File: src/sv/masf_pkg.sv
`default_nettype none

package masf_pkg;

    localparam int POS_BITS_DEF = 16;

    // Character codes used by the scanner
    localparam logic [15:0] AT_CODE     = 16'd64;
    localparam logic [15:0] DOT_CODE    = 16'd46;
    localparam logic [15:0] TILDE_CODE  = 16'd126;
    localparam logic [15:0] LOWER_A     = 16'd97;
    localparam logic [15:0] LOWER_Z     = 16'd122;
    localparam logic [15:0] UNDER_CODE  = 16'd95;
    localparam logic [15:0] UPPER_A     = 16'd65;
    localparam logic [15:0] UPPER_Z     = 16'd90;
    localparam logic [15:0] BSLASH_CODE = 16'd92;
    localparam logic [15:0] DASH_CODE   = 16'd45;
    localparam logic [15:0] COLON_CODE  = 16'd58;
    localparam logic [15:0] EQUAL_CODE  = 16'd61;
    localparam logic [15:0] DOLLAR_CODE = 16'd36;
    localparam logic [15:0] AMP_CODE    = 16'd38;
    localparam logic [15:0] HASH_CODE   = 16'd35;
    localparam logic [15:0] PLUS_CODE   = 16'd43;

    typedef struct packed {
        logic [15:0] char_code;
        logic        line_end;
    } char_word_t;

    typedef struct packed {
        logic        found;
        logic [15:0] match_begin;
        logic [15:0] match_end;
    } result_word_t;

    function automatic logic is_mail(input logic [15:0] c);
        return (c == TILDE_CODE) || ((c >= LOWER_A) && (c <= LOWER_Z)) ||
               (c == UNDER_CODE) || ((c >= UPPER_A) && (c <= UPPER_Z)) ||
               (c == BSLASH_CODE) || ((c >= DASH_CODE) && (c <= COLON_CODE)) ||
               (c == EQUAL_CODE) || ((c >= DOLLAR_CODE) && (c <= AMP_CODE)) ||
               (c == HASH_CODE) || (c == PLUS_CODE);
    endfunction

endpackage

`default_nettype wire

File: src/sv/masf_intf.sv
`default_nettype none

interface masf_char_if;
    logic        valid;
    logic        ready;
    logic [15:0] char_code;
    logic        line_end;

    modport source (output valid, output char_code, output line_end, input ready);
    modport sink   (input valid, input char_code, input line_end, output ready);
endinterface

interface masf_result_if;
    logic        valid;
    logic        ready;
    logic        found;
    logic [15:0] match_begin;
    logic [15:0] match_end;

    modport source (output valid, output found, output match_begin, output match_end,
                    input ready);
    modport sink   (input valid, input found, input match_begin, input match_end,
                    output ready);
endinterface

interface masf_cfg_if;
    logic        valid;
    logic        ready;
    logic [15:0] data;

    modport source (output valid, output data, input ready);
    modport sink   (input valid, input data, output ready);
endinterface

`default_nettype wire

File: src/sv/mail_address_span_finder_core.sv
`default_nettype none

// Mail address span finder.
// chars:   one 16-bit character word per handshake, position 0 first;
//          line_end marks the last word of a line.
// results: one word per line: found=1 with match_begin/match_end of the
//          first mail span whose '@' sits at or past scan_start, or found=0
//          (positions 0) at line end. Words after a hit give nothing.
// cfg:     writes scan_start; always ready. Write only while idle.
// Path:    a word is registered at accept in the input register and
//          evaluated by the combinational scan step; when the step retires,
//          its result goes into the output register that drives results.
// Throughput: one character per cycle unless a result is held up;
//          the scan step sits between the input and result registers.
// Stall: a result waiting on results holds in the output register; words
//          that make no result keep flowing; chars.ready drops while the
//          input register holds a word whose result cannot be loaded.
// Reset: rst_n (async, active low) clears all line state and scan_start.
module mail_address_span_finder_core
    import masf_pkg::*;
#(
    parameter int POS_BITS = POS_BITS_DEF
)
(
    input  wire logic    clk,
    input  wire logic    rst_n,
    masf_char_if.sink    chars,
    masf_result_if.source results,
    masf_cfg_if.sink     cfg
);

    logic [15:0]  scan_start_reg;
    logic         s1_valid;
    char_word_t   s1_word;
    char_word_t   in_word;
    logic         s1_advance;
    logic         has_result;
    result_word_t step_result;
    logic         out_valid;
    result_word_t out_word;
    logic         in_accept;

    // config register
    assign cfg.ready = 1'b1;

    always_ff @(posedge clk or negedge rst_n)
    begin
        if (!rst_n)
        begin
            scan_start_reg <= '0;
        end
        else if (cfg.valid)
        begin
            scan_start_reg <= cfg.data;
        end
    end

    // scan step may retire unless it makes a result and the output slot is busy
    assign s1_advance  = s1_valid & (~has_result | ~out_valid | results.ready);
    assign chars.ready = ~s1_valid | s1_advance;
    assign in_accept   = chars.valid & chars.ready;

    assign in_word.char_code = chars.char_code;
    assign in_word.line_end  = chars.line_end;

    masf_in_reg u_in_reg (
        .clk        (clk),
        .rst_n      (rst_n),
        .load       (in_accept),
        .load_word  (in_word),
        .advance    (s1_advance),
        .word_valid (s1_valid),
        .word       (s1_word)
    );

    masf_scan #(
        .POS_BITS (POS_BITS)
    ) u_scan (
        .clk        (clk),
        .rst_n      (rst_n),
        .word_valid (s1_valid),
        .word       (s1_word),
        .scan_start (scan_start_reg),
        .advance    (s1_advance),
        .has_result (has_result),
        .result     (step_result)
    );

    masf_out_reg u_out_reg (
        .clk        (clk),
        .rst_n      (rst_n),
        .load       (s1_advance & has_result),
        .load_word  (step_result),
        .take       (results.ready),
        .word_valid (out_valid),
        .word       (out_word)
    );

    assign results.valid       = out_valid;
    assign results.found       = out_word.found;
    assign results.match_begin = out_word.match_begin;
    assign results.match_end   = out_word.match_end;

    a_no_overwrite: assert property (@(posedge clk) disable iff (!rst_n)
        out_valid && !results.ready |-> !(s1_advance && has_result))
        else $error("pending result overwritten");

    a_miss_zero: assert property (@(posedge clk) disable iff (!rst_n)
        out_valid && !out_word.found |-> out_word.match_begin == '0 &&
        out_word.match_end == '0)
        else $error("miss with nonzero positions");

    a_stall_holds_word: assert property (@(posedge clk) disable iff (!rst_n)
        s1_valid && !s1_advance |=> s1_valid && $stable(s1_word))
        else $error("stalled input word lost");

endmodule

`default_nettype wire

File: src/sv/masf_in_reg.sv
`default_nettype none

module masf_in_reg
    import masf_pkg::*;
(
    input  wire logic       clk,
    input  wire logic       rst_n,
    input  wire logic       load,
    input  wire char_word_t load_word,
    input  wire logic       advance,
    output logic            word_valid,
    output char_word_t      word
);

    logic       valid_reg;
    logic       valid_next;
    char_word_t word_reg;

    // holds one word; refilled in the same cycle it is consumed
    assign valid_next = load | (valid_reg & ~advance);

    always_ff @(posedge clk or negedge rst_n)
    begin
        if (!rst_n)
        begin
            valid_reg <= 1'b0;
        end
        else
        begin
            valid_reg <= valid_next;
        end
    end

    always_ff @(posedge clk)
    begin
        if (load)
        begin
            word_reg <= load_word;
        end
    end

    assign word_valid = valid_reg;
    assign word       = word_reg;

endmodule

`default_nettype wire

File: src/sv/masf_scan.sv
`default_nettype none

module masf_scan
    import masf_pkg::*;
#(
    parameter int POS_BITS = POS_BITS_DEF
)
(
    input  wire logic         clk,
    input  wire logic         rst_n,
    input  wire logic         word_valid,
    input  wire char_word_t   word,
    input  wire logic [15:0]  scan_start,
    input  wire logic         advance,
    output logic              has_result,
    output result_word_t      result
);

    localparam int CMP_BITS = (POS_BITS > 16) ? POS_BITS : 16;
    localparam logic [POS_BITS-1:0] POS_MAX = {POS_BITS{1'b1}};

    logic [POS_BITS-1:0] position_reg,   position_next;
    logic [POS_BITS-1:0] run_start_reg,  run_start_next;
    logic [POS_BITS-1:0] span_begin_reg, span_begin_next;
    logic                prev_mail_reg,  prev_mail_next;
    logic                in_domain_reg,  in_domain_next;
    logic                dot_seen_reg,   dot_seen_next;
    logic                line_done_reg,  line_done_next;

    logic                mail;
    logic                dom_keep;
    logic                dot_upd;
    logic                hit_close;
    logic                cand_open;
    logic                in_dom_b;
    logic                dot_b;
    logic [POS_BITS-1:0] span_b;
    logic [POS_BITS-1:0] pos_inc;
    logic [POS_BITS-1:0] res_begin;
    logic [POS_BITS-1:0] res_end;
    logic                res_found;
    logic [31:0]         begin_wide;
    logic [31:0]         end_wide;

    always_comb
    begin
        mail      = is_mail(word.char_code);
        pos_inc   = (position_reg == POS_MAX) ? POS_MAX : position_reg + 1'b1;
        dom_keep  = in_domain_reg & mail;
        dot_upd   = dot_seen_reg | (dom_keep & (word.char_code == DOT_CODE));
        // domain closed by a non-mail character with a dot: hit
        hit_close = in_domain_reg & ~mail & dot_seen_reg;
        // a new candidate opens on '@' after a mail run, at or past scan start
        cand_open = ~hit_close & ~dom_keep & (word.char_code == AT_CODE) &
                    prev_mail_reg &
                    (CMP_BITS'(position_reg) >= CMP_BITS'(scan_start));
        in_dom_b  = cand_open | dom_keep;
        dot_b     = cand_open ? 1'b0 : dot_upd;
        span_b    = cand_open ? run_start_reg : span_begin_reg;

        if (hit_close)
        begin
            res_found = 1'b1;
            res_begin = span_begin_reg;
            res_end   = position_reg;
        end
        else if (in_dom_b & dot_b)
        begin
            res_found = 1'b1;
            res_begin = span_b;
            res_end   = pos_inc;
        end
        else
        begin
            res_found = 1'b0;
            res_begin = '0;
            res_end   = '0;
        end

        begin_wide         = 32'(res_begin);
        end_wide           = 32'(res_end);
        result.found       = res_found;
        result.match_begin = begin_wide[15:0];
        result.match_end   = end_wide[15:0];
        has_result = word_valid & ~line_done_reg & (hit_close | word.line_end);

        position_next   = position_reg;
        run_start_next  = run_start_reg;
        span_begin_next = span_begin_reg;
        prev_mail_next  = prev_mail_reg;
        in_domain_next  = in_domain_reg;
        dot_seen_next   = dot_seen_reg;
        line_done_next  = line_done_reg;

        if (advance)
        begin
            if (word.line_end)
            begin
                position_next   = '0;
                run_start_next  = '0;
                span_begin_next = '0;
                prev_mail_next  = 1'b0;
                in_domain_next  = 1'b0;
                dot_seen_next   = 1'b0;
                line_done_next  = 1'b0;
            end
            else
            begin
                position_next = pos_inc;
                if (!line_done_reg)
                begin
                    in_domain_next  = in_dom_b;
                    dot_seen_next   = dot_b;
                    span_begin_next = span_b;
                    line_done_next  = hit_close;
                    prev_mail_next  = mail;
                    if (mail && !prev_mail_reg)
                    begin
                        run_start_next = position_reg;
                    end
                end
            end
        end
    end

    always_ff @(posedge clk or negedge rst_n)
    begin
        if (!rst_n)
        begin
            position_reg   <= '0;
            run_start_reg  <= '0;
            span_begin_reg <= '0;
            prev_mail_reg  <= 1'b0;
            in_domain_reg  <= 1'b0;
            dot_seen_reg   <= 1'b0;
            line_done_reg  <= 1'b0;
        end
        else
        begin
            position_reg   <= position_next;
            run_start_reg  <= run_start_next;
            span_begin_reg <= span_begin_next;
            prev_mail_reg  <= prev_mail_next;
            in_domain_reg  <= in_domain_next;
            dot_seen_reg   <= dot_seen_next;
            line_done_reg  <= line_done_next;
        end
    end

    a_line_end_clears: assert property (@(posedge clk) disable iff (!rst_n)
        advance && word.line_end |=> position_reg == '0 && !line_done_reg)
        else $error("line state not cleared at line end");

    a_done_closes_domain: assert property (@(posedge clk) disable iff (!rst_n)
        line_done_reg |-> !in_domain_reg)
        else $error("domain still open after hit");

    a_line_end_reports: assert property (@(posedge clk) disable iff (!rst_n)
        word_valid && word.line_end && !line_done_reg |-> has_result)
        else $error("line end without result");

endmodule

`default_nettype wire

File: src/sv/masf_out_reg.sv
`default_nettype none

module masf_out_reg
    import masf_pkg::*;
(
    input  wire logic         clk,
    input  wire logic         rst_n,
    input  wire logic         load,
    input  wire result_word_t load_word,
    input  wire logic         take,
    output logic              word_valid,
    output result_word_t      word
);

    logic         valid_reg;
    logic         valid_next;
    result_word_t word_reg;

    assign valid_next = load | (valid_reg & ~take);

    always_ff @(posedge clk or negedge rst_n)
    begin
        if (!rst_n)
        begin
            valid_reg <= 1'b0;
        end
        else
        begin
            valid_reg <= valid_next;
        end
    end

    always_ff @(posedge clk)
    begin
        if (load)
        begin
            word_reg <= load_word;
        end
    end

    assign word_valid = valid_reg;
    assign word       = word_reg;

endmodule

`default_nettype wire

File: src/flat_wrapper.sv
// flat-port wrapper written by rule: the top's interface ports become plain ports
module mail_address_span_finder_core_flat import masf_pkg::*;
#(
    parameter int POS_BITS = POS_BITS_DEF
)
  (clk, rst_n, chars_valid, chars_char_code, chars_line_end, chars_ready, results_valid, results_found, results_match_begin, results_match_end, results_ready, cfg_valid, cfg_data, cfg_ready);
  masf_char_if chars_i ();
  masf_result_if results_i ();
  masf_cfg_if cfg_i ();
  input  wire logic clk;
  input  wire logic rst_n;
  input wire logic [$bits(chars_i.valid)-1:0] chars_valid;
  input wire logic [$bits(chars_i.char_code)-1:0] chars_char_code;
  input wire logic [$bits(chars_i.line_end)-1:0] chars_line_end;
  output wire logic [$bits(chars_i.ready)-1:0] chars_ready;
  output wire logic [$bits(results_i.valid)-1:0] results_valid;
  output wire logic [$bits(results_i.found)-1:0] results_found;
  output wire logic [$bits(results_i.match_begin)-1:0] results_match_begin;
  output wire logic [$bits(results_i.match_end)-1:0] results_match_end;
  input wire logic [$bits(results_i.ready)-1:0] results_ready;
  input wire logic [$bits(cfg_i.valid)-1:0] cfg_valid;
  input wire logic [$bits(cfg_i.data)-1:0] cfg_data;
  output wire logic [$bits(cfg_i.ready)-1:0] cfg_ready;
  assign chars_i.valid = chars_valid;
  assign chars_i.char_code = chars_char_code;
  assign chars_i.line_end = chars_line_end;
  assign chars_ready = chars_i.ready;
  assign results_valid = results_i.valid;
  assign results_found = results_i.found;
  assign results_match_begin = results_i.match_begin;
  assign results_match_end = results_i.match_end;
  assign results_i.ready = results_ready;
  assign cfg_i.valid = cfg_valid;
  assign cfg_i.data = cfg_data;
  assign cfg_ready = cfg_i.ready;
  mail_address_span_finder_core #(.POS_BITS(POS_BITS)) u_core (.clk(clk), .rst_n(rst_n), .chars(chars_i), .results(results_i), .cfg(cfg_i));
endmodule
File: config.mk
export PLATFORM = sky130hd
export DESIGN_NAME = mail_address_span_finder_core_flat
export DESIGN_NICKNAME = d
export VERILOG_FILES = /design/src/sv/masf_pkg.sv /design/src/sv/masf_intf.sv /design/src/sv/mail_address_span_finder_core.sv /design/src/sv/masf_in_reg.sv /design/src/sv/masf_scan.sv /design/src/sv/masf_out_reg.sv /design/src/flat_wrapper.sv
export SDC_FILE = /design/constraint.sdc
export NUM_CORES = 1
export LEC_CHECK = 0
export ABC_CLOCK_PERIOD_IN_PS = 3900
export BUFFER_PORTS_ARGS = -buffer_cell sky130_fd_sc_hd__buf_2
export CAP_MARGIN = 20
export CORE_UTILIZATION = 33
export CTS_CLUSTER_DIAMETER = 50
export DETAILED_ROUTE_END_ITERATION = 16
export SLEW_MARGIN = 30
export SYNTH_ARGS = -nofsm -noshare
export SYNTH_HDL_FRONTEND = slang
export SYNTH_SLANG_ARGS = --single-unit
File: constraint.sdc
create_clock -name clk -period 3.9 [get_ports clk]
set_clock_uncertainty 0.2 [all_clocks]
set_input_delay 0.195 -clock clk [delete_from_list [all_inputs] [get_ports clk]]
set_output_delay 0.195 -clock clk [all_outputs]
set_load 0.02 [all_outputs]
After elaboration in Yosys (flattened, before gate mapping). Cells that the tools add are included. Widths: inputs -> output; s select.

Flip-flop bits (word level): 120. Latch bits: 0. Memory bits (writable): 0. ROM bits: 0. Input bits: 38. Output and inout port bits: 36. Logic and storage cells: 108. Memories: 0.

$add $sub $neg: 1. Multipliers: 0. Divide/modulo/power cells: 0. Order comparisons: 9. Equal/unequal tests: 10. Shift operators: 0. Multiplexer cells: 22. Bitwise operators: 33. Reductions and logical operators: 18.

Operators with widths (number): $mux 16 (12); $eq 16x6->1 const B (4); $eq 16x7->1 const B (4); $ge 16x6->1 const B (2); $ge 16x7->1 const B (2); $le 16x6->1 const B (2); $le 16x7->1 const B (2); $add 16x1->16 const B (1); $and 1x1->1 (16); $eq 16x16->1 const B (1); $ge 16x16->1 (1); $mux 1 (10); $logic_or 1x1->1 (9); $not 1->1 (9); $or 1x1->1 (8); $logic_and 1x1->1 (5); $reduce_and 3->1 (1); $ne 2x1->1 const B (1); $reduce_and 2->1 (1); $reduce_bool 2->1 (1); $logic_not 1->1 (1).

Longest topological paths before layout. Gate-level depths: netlist of the first run.

Word-level depth: 23. Depth in mapped cells: 10. Gate-level depth less buffers: 9.

By module. Synthesis of the first run repeated with hierarchy kept, for this count alone.

Cell total of the unflattened synthesis: 567. Area, all modules: 6044.5 µm².

Modules (own cells, without submodules): masf_scan (times used 1, cells an instance 469, area an instance 3773.6 µm², sequential area each 1301.2 µm²); masf_out_reg (times used 1, cells an instance 36, area an instance 1027.2 µm², sequential area each 1016.0 µm²); mail_address_span_finder_core (times used 1, cells an instance 42, area an instance 696.9 µm², sequential area each 400.4 µm²); masf_in_reg (times used 1, cells an instance 20, area an instance 546.8 µm², sequential area each 535.5 µm²).

Worst setup path before layout of the first run. Ideal clock, no wire load.

Path type: reg-to-reg. Start: reg u_core.u_in_reg.word_reg, in the netlist u_core.u_in_reg.word[3]. End: reg u_core.u_out_reg.word_reg, in the netlist u_core.u_out_reg.word[0] (enable). Library setup time: 0.427 ns. Arrival time: 3.445 ns. Data required time: 3.273 ns. Slack: -0.172 ns. Stages on the path, launching flop included: 9. Buffers on the path: 1. Clock period less this slack: 4.072 ns. Cells stage by stage: edfxtp_1 or4_1 nor2_1 o31a_1 o311ai_2 nor2_1 buf_2 o21ai_1 nor2b_1.

Cells in the longest elaborated chain, start to end: 21. Elaborated cells between the ends (all ways): 37. Those cells by class: order compare (8); eq/ne (6); bitwise (10); reduce/logical (13).

RTL lines: from (decl) (RTL line masf_in_reg.sv:17) `char_word_t word_reg;`; from (signal assigned) (RTL line masf_in_reg.sv:38) `word_reg <= load_word;`; $ge 16x7->1 or $le 16x7->1 (tied branches) (RTL line masf_pkg.sv:37) `return (c == TILDE_CODE) || ((c >= LOWER_A) && (c <= LOWER_Z)) ||`; $logic_and 1x1->1 (RTL line masf_pkg.sv:37); $logic_or 1x1->1 (2 in a row) (RTL line masf_pkg.sv:37); $logic_or 1x1->1 (2 in a row) (RTL line masf_pkg.sv:38) `(c == UNDER_CODE) || ((c >= UPPER_A) && (c <= UPPER_Z)) ||`; $logic_or 1x1->1 (2 in a row) (RTL line masf_pkg.sv:39) `(c == BSLASH_CODE) || ((c >= DASH_CODE) && (c <= COLON_CODE)) ||`; $logic_or 1x1->1 (2 in a row) (RTL line masf_pkg.sv:40) `(c == EQUAL_CODE) || ((c >= DOLLAR_CODE) && (c <= AMP_CODE)) ||`; $logic_or 1x1->1 (*) (RTL line masf_pkg.sv:41) `(c == HASH_CODE) || (c == PLUS_CODE);`; $not 1->1 (*) (RTL line masf_scan.sv:52) `hit_close = in_domain_reg & ~mail & dot_seen_reg;`; $and 1x1->1 (*) (2 in a row) (RTL line masf_scan.sv:52); $or 1x1->1 (*) (RTL line masf_scan.sv:85) `has_result = word_valid & ~line_done_reg & (hit_close | word.line_end);`; $and 1x1->1 (*) (RTL line masf_scan.sv:85); $not 1->1 (RTL line mail_address_span_finder_core.sv:59) `assign s1_advance = s1_valid & (~has_result | ~out_valid | results.ready);`; $or 1x1->1 (2 in a row) (RTL line mail_address_span_finder_core.sv:59); $and 1x1->1 (RTL line mail_address_span_finder_core.sv:59); $and 1x1->1 (*) (RTL line mail_address_span_finder_core.sv:92) `.load (s1_advance & has_result),`; net u_core.u_out_reg.load (RTL line masf_out_reg.sv:8) `input wire logic load,`; to (signal assigned) (RTL line masf_out_reg.sv:37) `word_reg <= load_word;`; to (decl) (RTL line masf_out_reg.sv:17) `result_word_t word_reg;`.

Mark *: on every way through the listed nets, which the timed path passes. The rest lies on a longest branch. A chain may end at the register's enable or synchronous reset.

Final worst setup path of the first run.
Start: reg u_core.u_in_reg.word_reg, in the netlist u_core.u_in_reg.word[9]. End: reg u_core.u_in_reg.word_reg, in the netlist u_core.u_in_reg.word[4] (enable).

Cells in the longest elaborated chain, start to end: 22. Elaborated cells between the ends (all ways): 38. Those cells by class: order compare (8); eq/ne (6); bitwise (11); reduce/logical (13).

RTL lines: $ge 16x7->1 or $le 16x7->1 (tied branches) (RTL line masf_pkg.sv:37); $logic_and 1x1->1 (RTL line masf_pkg.sv:37); $logic_or 1x1->1 (2 in a row) (RTL line masf_pkg.sv:37); $logic_or 1x1->1 (2 in a row) (RTL line masf_pkg.sv:38); $logic_or 1x1->1 (2 in a row) (RTL line masf_pkg.sv:39); $logic_or 1x1->1 (2 in a row) (RTL line masf_pkg.sv:40); $logic_or 1x1->1 (*) (RTL line masf_pkg.sv:41); $not 1->1 (*) (RTL line masf_scan.sv:52); $and 1x1->1 (*) (2 in a row) (RTL line masf_scan.sv:52); $or 1x1->1 (*) (RTL line masf_scan.sv:85); $and 1x1->1 (*) (RTL line masf_scan.sv:85); $not 1->1 (*) (RTL line mail_address_span_finder_core.sv:59); $or 1x1->1 (*) (2 in a row) (RTL line mail_address_span_finder_core.sv:59); $and 1x1->1 (*) (RTL line mail_address_span_finder_core.sv:59); $or 1x1->1 (*) (RTL line mail_address_span_finder_core.sv:60) `assign chars.ready = ~s1_valid | s1_advance;`; $and 1x1->1 (*) (RTL line mail_address_span_finder_core.sv:61) `assign in_accept = chars.valid & chars.ready;`; net u_core.in_accept (RTL line mail_address_span_finder_core.sv:41) `logic in_accept;`.

Marked as above.

==> results of run 1 <==
[path summary, 6_finish.rpt]
check                                                 from                               to  slack [ps]  depth (start not counted)
setup / recovery                   u_core.u_in_reg.word[9]          u_core.u_in_reg.word[4]         390                          7
hold / removal                                   cfg_valid         u_core.scan_start_reg[7]          20                          3
setup reg to reg                   u_core.u_in_reg.word[9]          u_core.u_in_reg.word[4]         390                          7
hold reg to reg            u_core.u_scan.span_begin_reg[7]  u_core.u_scan.span_begin_reg[7]         300                          1
max in group asynchronous                            rst_n  u_core.u_scan.span_begin_reg[0]        2420                          3
min in group asynchronous                            rst_n         u_core.scan_start_reg[0]          90                          2
[Yosys cell counts, types with 2 or more instances]
cell type,instances
nor3b_1,2
nor2_1,24
o211ai_1,2
ha_1,17
mux2_2,2
inv_1,26
a21oi_1,27
o21a_1,3
o31ai_1,2
o21ai_0,51
nand3b_1,3
buf_4,2
nor2b_1,4
nand3_1,19
o22a_1,11
o21ai_1,7
a22o_1,20
nor3_1,2
and2_1,26
and3_1,3
a41oi_1,2
nand4_1,5
or3_1,3
a31oi_1,15
buf_2,8
o21bai_1,2
a22oi_1,8
clkbuf_1,22
buf_1,3
a21o_1,16
or4_1,2
nand2_1,56
nor4b_1,2
edfxtp_1,50
and4_1,3
a211oi_1,2
dfrtp_1,70
nand2b_1,3
a221oi_1,2
[cells by family after synthesis]
family,count (synthesis)
fa+ha+maj,17
mux,2
buf+inv,65
other cells,1
simple gates,164
flops,120
compound gates,184
[final cells by class]
class                           count  area (um^2)  area share, %
Clock buffer                       20        436.7          5.927
Sequential cell                   120         3253          44.16
Multi-Input combinational cell    368         2351          31.91
Tap cell                          225        281.5          3.821
Timing Repair Buffer              114        763.2          10.36
Inverter                           28        105.1          1.427
Clock inverter                     12        176.4          2.395
[metrics by stage]
step / power (mW) / setup slack (ps) / cell area, um^2 / util (%) / std cells
2_1_floorplan: 1.570 / 443.4 / 5873 / - / 553
3_3_place_gp: 1.652 / 549.7 / 6402 / 36.89 / 820
3_5_place_dp: 1.664 / 432.0 / 6402 / 36.89 / 820
4_1_cts: 3.324 / 387.0 / 7366 / 42.44 / 887
5_1_grt: 3.415 / 134.8 / 7367 / 42.45 / 887
6_report: 3.292 / 386.1 / 7367 / 42.45 / 887
[worst register-to-register path, delay by kind of cell (launching register included)]
family             cells  cell delay [ps]
AOI/OAI and AO/OA      3             1150
and+or+nand+nor        4             1440
DFF                    1              350
[layer usage]
metal | share of wire, % | wire length (um)
met4 | 2.0 | 260
met2 | 47 | 6159
met3 | 4.9 | 642
met5 | 0 | 0
met1 | 46 | 5959
[power breakdown]
part	switching (mW)	internal [mW]	leakage [nW]	total, mW
clock network	0.560	1.07	0.297	1.63
logic	0.157	0.0989	1.51	0.256
registers	0.0365	1.37	1.40	1.41
total	0.753	2.54	3.21	3.29
[what timing repair did]
action	in CTS	in global routing
hold buffers	35	0
buffers inserted	0	0
endpoints found under the setup margin	0	0
hold endpoints to repair	57	0
==> flow_summary_export.csv, run 1 <==
group,metric,value,unit
logic_synthesis,synth.top_cell.area_share,29.84,%
clock_network,clockRootBuffer,"clkbuf_16",
clock_network,clk_path_buf_depth,2,
layout,syn2layout_area_growth,25.49,%
timing,max_clock_freq,0.2846,GHz
logic_synthesis,synthFlopType,"dfrtp_1",
placement,place_hpwl,8901,um
run,drv_cap,0,
setup_path,arrival,3360,ps
layout,largest_register_ffs,33,
routing,wire_per_inst,14.68,um
placement,io_buffers,72,
die,ios,74,
power,vdd.ir_drop.worst,0.0002912,V
layout,antenna_cells,0,
setup_path,cp_max_fo,17,
global_route,grt_pass1_vias,4223,
logic_synthesis,async_flop_share,58.33,%
timing,slew_headroom,43.38,%
clock_network,cts_buffers,17,
run_status,status,"completed",
logic_synthesis,syn_area,5871,um^2
timing,final-hold-violation-count,0,
global_route,grt_max_degree,48,
clock_network,htreeDepth,4,
logic_synthesis,synth_edf_count,50,
global_route,grt_overflow,0,
logic_synthesis,synth_seq_cells,120,
global_route,top_usage_layer,"met2",
setup_path,cp_slowest_stage_delay,660,ps
routing,routed_wl,13020,um
clock_network,cts_tree,"done",
logic_synthesis,synth_top_family_by_area,"compound AO/OA/AOI/OAI gates",
logic_synthesis,seq_area_frac_synth,55.41,%
power,p_leak,3.209,nW
timing,hold_slack,19.93,ps
routing,ant_nets,0,
global_route,antenna_found_initial,0,
timing,rsz0062_at_grt,"no",
logic_synthesis,ys_warn_count,0,
routing,routed-via-count,4470,
global_route,grt_usage,15.32,%
power,powerDensity,446.9,nW/um^2
routing,first_pass_iters,7,
die,placementRows,48,
die,core_area,17360,um^2
setup_path,slowest_stage,"or4_1",
die,start_util,33.82,%
logic_synthesis,synth_nets,608,
logic_synthesis,yosys.area_share.simple,14.30,%
die,fp.dieW,135.4,um
global_route,grt_pass1_wl,21610,um
die,die_h,135.4,um
layout,layout-drive-gt1-share,18.73,%
routing,vias_per_cell,5.039,
timing,setup_viol,0,
layout,nFillCells,1659,
timing,layout_min_cycle_time,3514,ps
logic_synthesis,synth_compound_area_share,21.61,%
logic_synthesis,synth_cells,553,
clock_network,cts.clk_slew.worst_paths,60,ps
logic_synthesis,synth.area.top_cells,"dfrtp_1 (30%), edfxtp_1 (26%), o21ai_0 (4.3%), ha_1 (3.6%), nand2_1 (3.6%)",
setup_path,critPathRequiredTime,3740,ps
die,dieArea,18330,um^2
placement,gp_congestion,0.8360,
clock_network,cts_sinks,120,
layout,nets,704,
logic_synthesis,synth_cell_types,65,
timing,worstMarginPinSlew,849.3,ps
timing,maxSlewViolCount,0,
logic_synthesis,synth_xor_area_share,0,%
logic_synthesis,synth_fa_ha_area_share,3.623,%
timing,finalCritPeriodShare,90.10,%
logic_synthesis,syn_area_per_cell,10.62,um^2
setup_path,cp-end-kind,"register",
routing,drc,0,
layout,final_cell_mix,"buf_2 (72), dfrtp_1 (70), nand2_1 (56)",
setup_path,cp_top_family,"simple AND/OR/NAND/NOR gates",
setup_path,cp_num_buf_inv,0,
logic_synthesis,synth_top_area_cell,"dfrtp_1",
setup_path,cp_cell_sequence,"nor4_1 -> nand3_1 -> or4_1 -> o311ai_2 -> nor2_1 -> o21ai_1 -> o21a_1",
clock_network,cts_resized,0,
global_route,use_met3,3.853,%
setup_path,start_kind,"register",
global_route,use_met2,24.70,%
layout,final_common_cell,"buf_2",
routing,drtIter0Drc,541,
clock_network,clk_latency,410,ps
global_route,use_met1,19.79,%
logic_synthesis,synthMuxAreaShare,0.3836,%
timing,setup_tns,0,ps
setup_path,critPathKind,"register to register",
hold_path,min_path_type,"primary input to register",
Power figures use the tool's default switching activity.
==> inputs of run 2 (changes only) <==
--- a/config.mk
+++ b/config.mk
@@ -8,7 +8,7 @@
 export ABC_CLOCK_PERIOD_IN_PS = 3900
 export BUFFER_PORTS_ARGS = -buffer_cell sky130_fd_sc_hd__buf_2
 export CAP_MARGIN = 20
-export CORE_UTILIZATION = 33
+export CORE_UTILIZATION = 25
 export CTS_CLUSTER_DIAMETER = 50
 export DETAILED_ROUTE_END_ITERATION = 16
 export SLEW_MARGIN = 30
==> run 2 against run 1 <==
  * Sequential share of layout area down 0.58 points
  * Critical path depth up 1
  * Non-clock buffer count up 2
  * Core utilization down 9.8 points
  * Count of clock-buffer cells in the layout down 1
  * Worst setup slack better by 88 ps
  * Sequential cell count unchanged
  * Largest power group unchanged
==> flow_summary_export.csv, run 2 (same netlist as run 1, synthesis figures left out) <==
group,metric,value,unit
timing,layout_min_cycle_time,3426,ps
timing,max_clock_freq,0.2919,GHz
routing,drtIter0Drc,268,
global_route,grt_max_degree,34,
die,core_area,22850,um^2
timing,rsz0062_at_grt,"no",
power,p_leak,3.200,nW
clock_network,clk_path_buf_depth,2,
run,drv_cap,0,
clock_network,htreeDepth,4,
global_route,grt_overflow,0,
setup_path,arrival,3030,ps
timing,setup_tns,0,ps
hold_path,min_path_type,"primary input to register",
run_status,status,"completed",
timing,maxSlewViolCount,0,
layout,antenna_cells,0,
routing,routed-via-count,4404,
timing,slew_headroom,39.79,%
setup_path,cp_max_fo,9,
timing,final-hold-violation-count,0,
placement,gp_congestion,0.7599,
routing,vias_per_cell,4.508,
setup_path,critPathKind,"register to output pin",
global_route,grt_usage,11.89,%
layout,nets,706,
clock_network,cts_tree,"done",
timing,setup_viol,0,
power,p_switching,0.8055,mW
global_route,antenna_found_initial,0,
layout,syn2layout_area_growth,27.17,%
power,power,3.144,mW
die,dieArea,24100,um^2
timing,finalWorstSetupSlack,474.1,ps
global_route,grt_pass1_wl,22290,um
die,die_h,155.2,um
die,start_util,25.70,%
routing,drc,0,
clock_network,cts_buffers,17,
setup_path,start_kind,"register",
setup_path,slowest_stage,"or4b_4",
setup_path,cp_num_buf_inv,1,
placement,placed_cells,909,
setup_path,critPathRequiredTime,3500,ps
clock_network,clk_latency,420,ps
clock_network,cts_sinks,120,
clock_network,post_cts_buffers,0,
power,vdd.ir_drop.worst,0.0003073,V
clock_network,clockRootBuffer,"clkbuf_16",
setup_path,reg2reg_setup_slack,690,ps
timing,finalCritPeriodShare,87.84,%
routing,wire_per_inst,13.82,um
power,p_int,2.338,mW
setup_path,cp_slowest_stage_delay,570,ps
power,combPwrFrac,8.4,%
layout,largest_register_ffs,33,
power,swShare,25.62,%
global_route,grt_pass1_vias,4201,
setup_path,cp-end-kind,"output pin",
die,fp.dieW,155.2,um
routing,first_pass_iters,7,
timing,worstMarginPinSlew,903.2,ps
power,seqPwrFrac,44.8,%
layout,fin_util,32.68,%
placement,dp_slack,555.2,ps
placement,place_hpwl,9144,um
routing,ant_nets,0,
layout,final_cell_mix,"buf_2 (72), dfrtp_1 (70), nand2_1 (56)",
setup_path,cp_cell_sequence,"or4b_4 -> a2111oi_4 -> o21bai_2 -> o311ai_2 -> nor2_1 -> o21ai_1 -> or2_2 -> buf_2",
power,powerDensity,421.1,nW/um^2
die,placementRows,55,
power,clkPwrFrac,46.8,%
layout,layout-drive-gt1-share,19.58,%
setup_path,cp_top_family,"compound AO/OA/AOI/OAI gates",
die,ios,74,
layout,final_common_cell,"buf_2",
placement,io_buffers,72,
clock_network,cts.clk_slew.worst_paths,60,ps
layout,layout.cells.non_filler,977,
routing,routed_wl,13500,um
-- run 2: changes by cell type in the layout (fill, tap and decap cells not counted), sizes merged --
cell,change
clkbuf,-1
buf,+2
clkinvlp,+4
inv,+6
clkinv,-5
bufinv,-4
-- run 2: final timing paths --
check | start | cells past startpoint | to
worst max-delay path | u_core.u_in_reg.word[2] | 8 | chars_ready
worst min-delay path | cfg_valid | 3 | u_core.scan_start_reg[4]
worst max register to register | u_core.u_in_reg.word[5] | 8 | u_core.u_out_reg.word[6]
worst min register to register | u_core.u_scan.span_begin_reg[0] | 1 | u_core.u_scan.span_begin_reg[0]
max in group asynchronous | rst_n | 3 | u_core.u_scan.run_start_reg[9]
min in group asynchronous | rst_n | 2 | u_core.u_scan.position_reg[0]
-- run 2: worst min-delay path, stage by stage --
cell	delay, ps
buf_2	240
nand2_1	100
o21ai_0	60
-- run 2: repair_timing --
item	in CTS	in global routing
hold buffers	35	0
gates resized for setup	0	0
hold endpoints to repair	63	0
-- run 2: final cells by class --
class	count	area [um^2]
clock buffer	19	454.2
clock inverter	13	107.6
fill	2371	15380
inverter	28	105.1
multi-input combinational	368	2356
sequential	120	3253
tap	313	391.6
timing repair buffer	116	798.3
-- run 2: routing by layer --
| layer | part of all wire (%) | track usage [%] | vias to the layer above |
|---|---|---|---|
| met3 | 3.5 | 2.841 | 19 |
| met1 | 47 | 15.31 | 2064 |
| li1 | - | - | 2231 |
| met4 | 1.8 | 5.229 | 0 |
| met2 | 47 | 19.00 | 90 |
| met5 | 0 | 0 | - |
-- run 2: power groups by stage --
stage | Clock [mW] | Sequential (mW) | Combinational (mW)
floorplan | 0 | 1.45 | 0.123
global placement | 0 | 1.43 | 0.228
detailed placement | 0 | 1.43 | 0.232
CTS | 1.51 | 1.41 | 0.260
global route | 1.56 | 1.42 | 0.293
finish | 1.47 | 1.41 | 0.263
-- run 2: stage by stage --
stage	hold WS (ps)	cell area, um^2
floorplan	-300.6	5873
global placement	122.8	6525
detailed placement	110.6	6525
CTS	15.85	7437
global route	70.94	7466
finish	22.33	7466
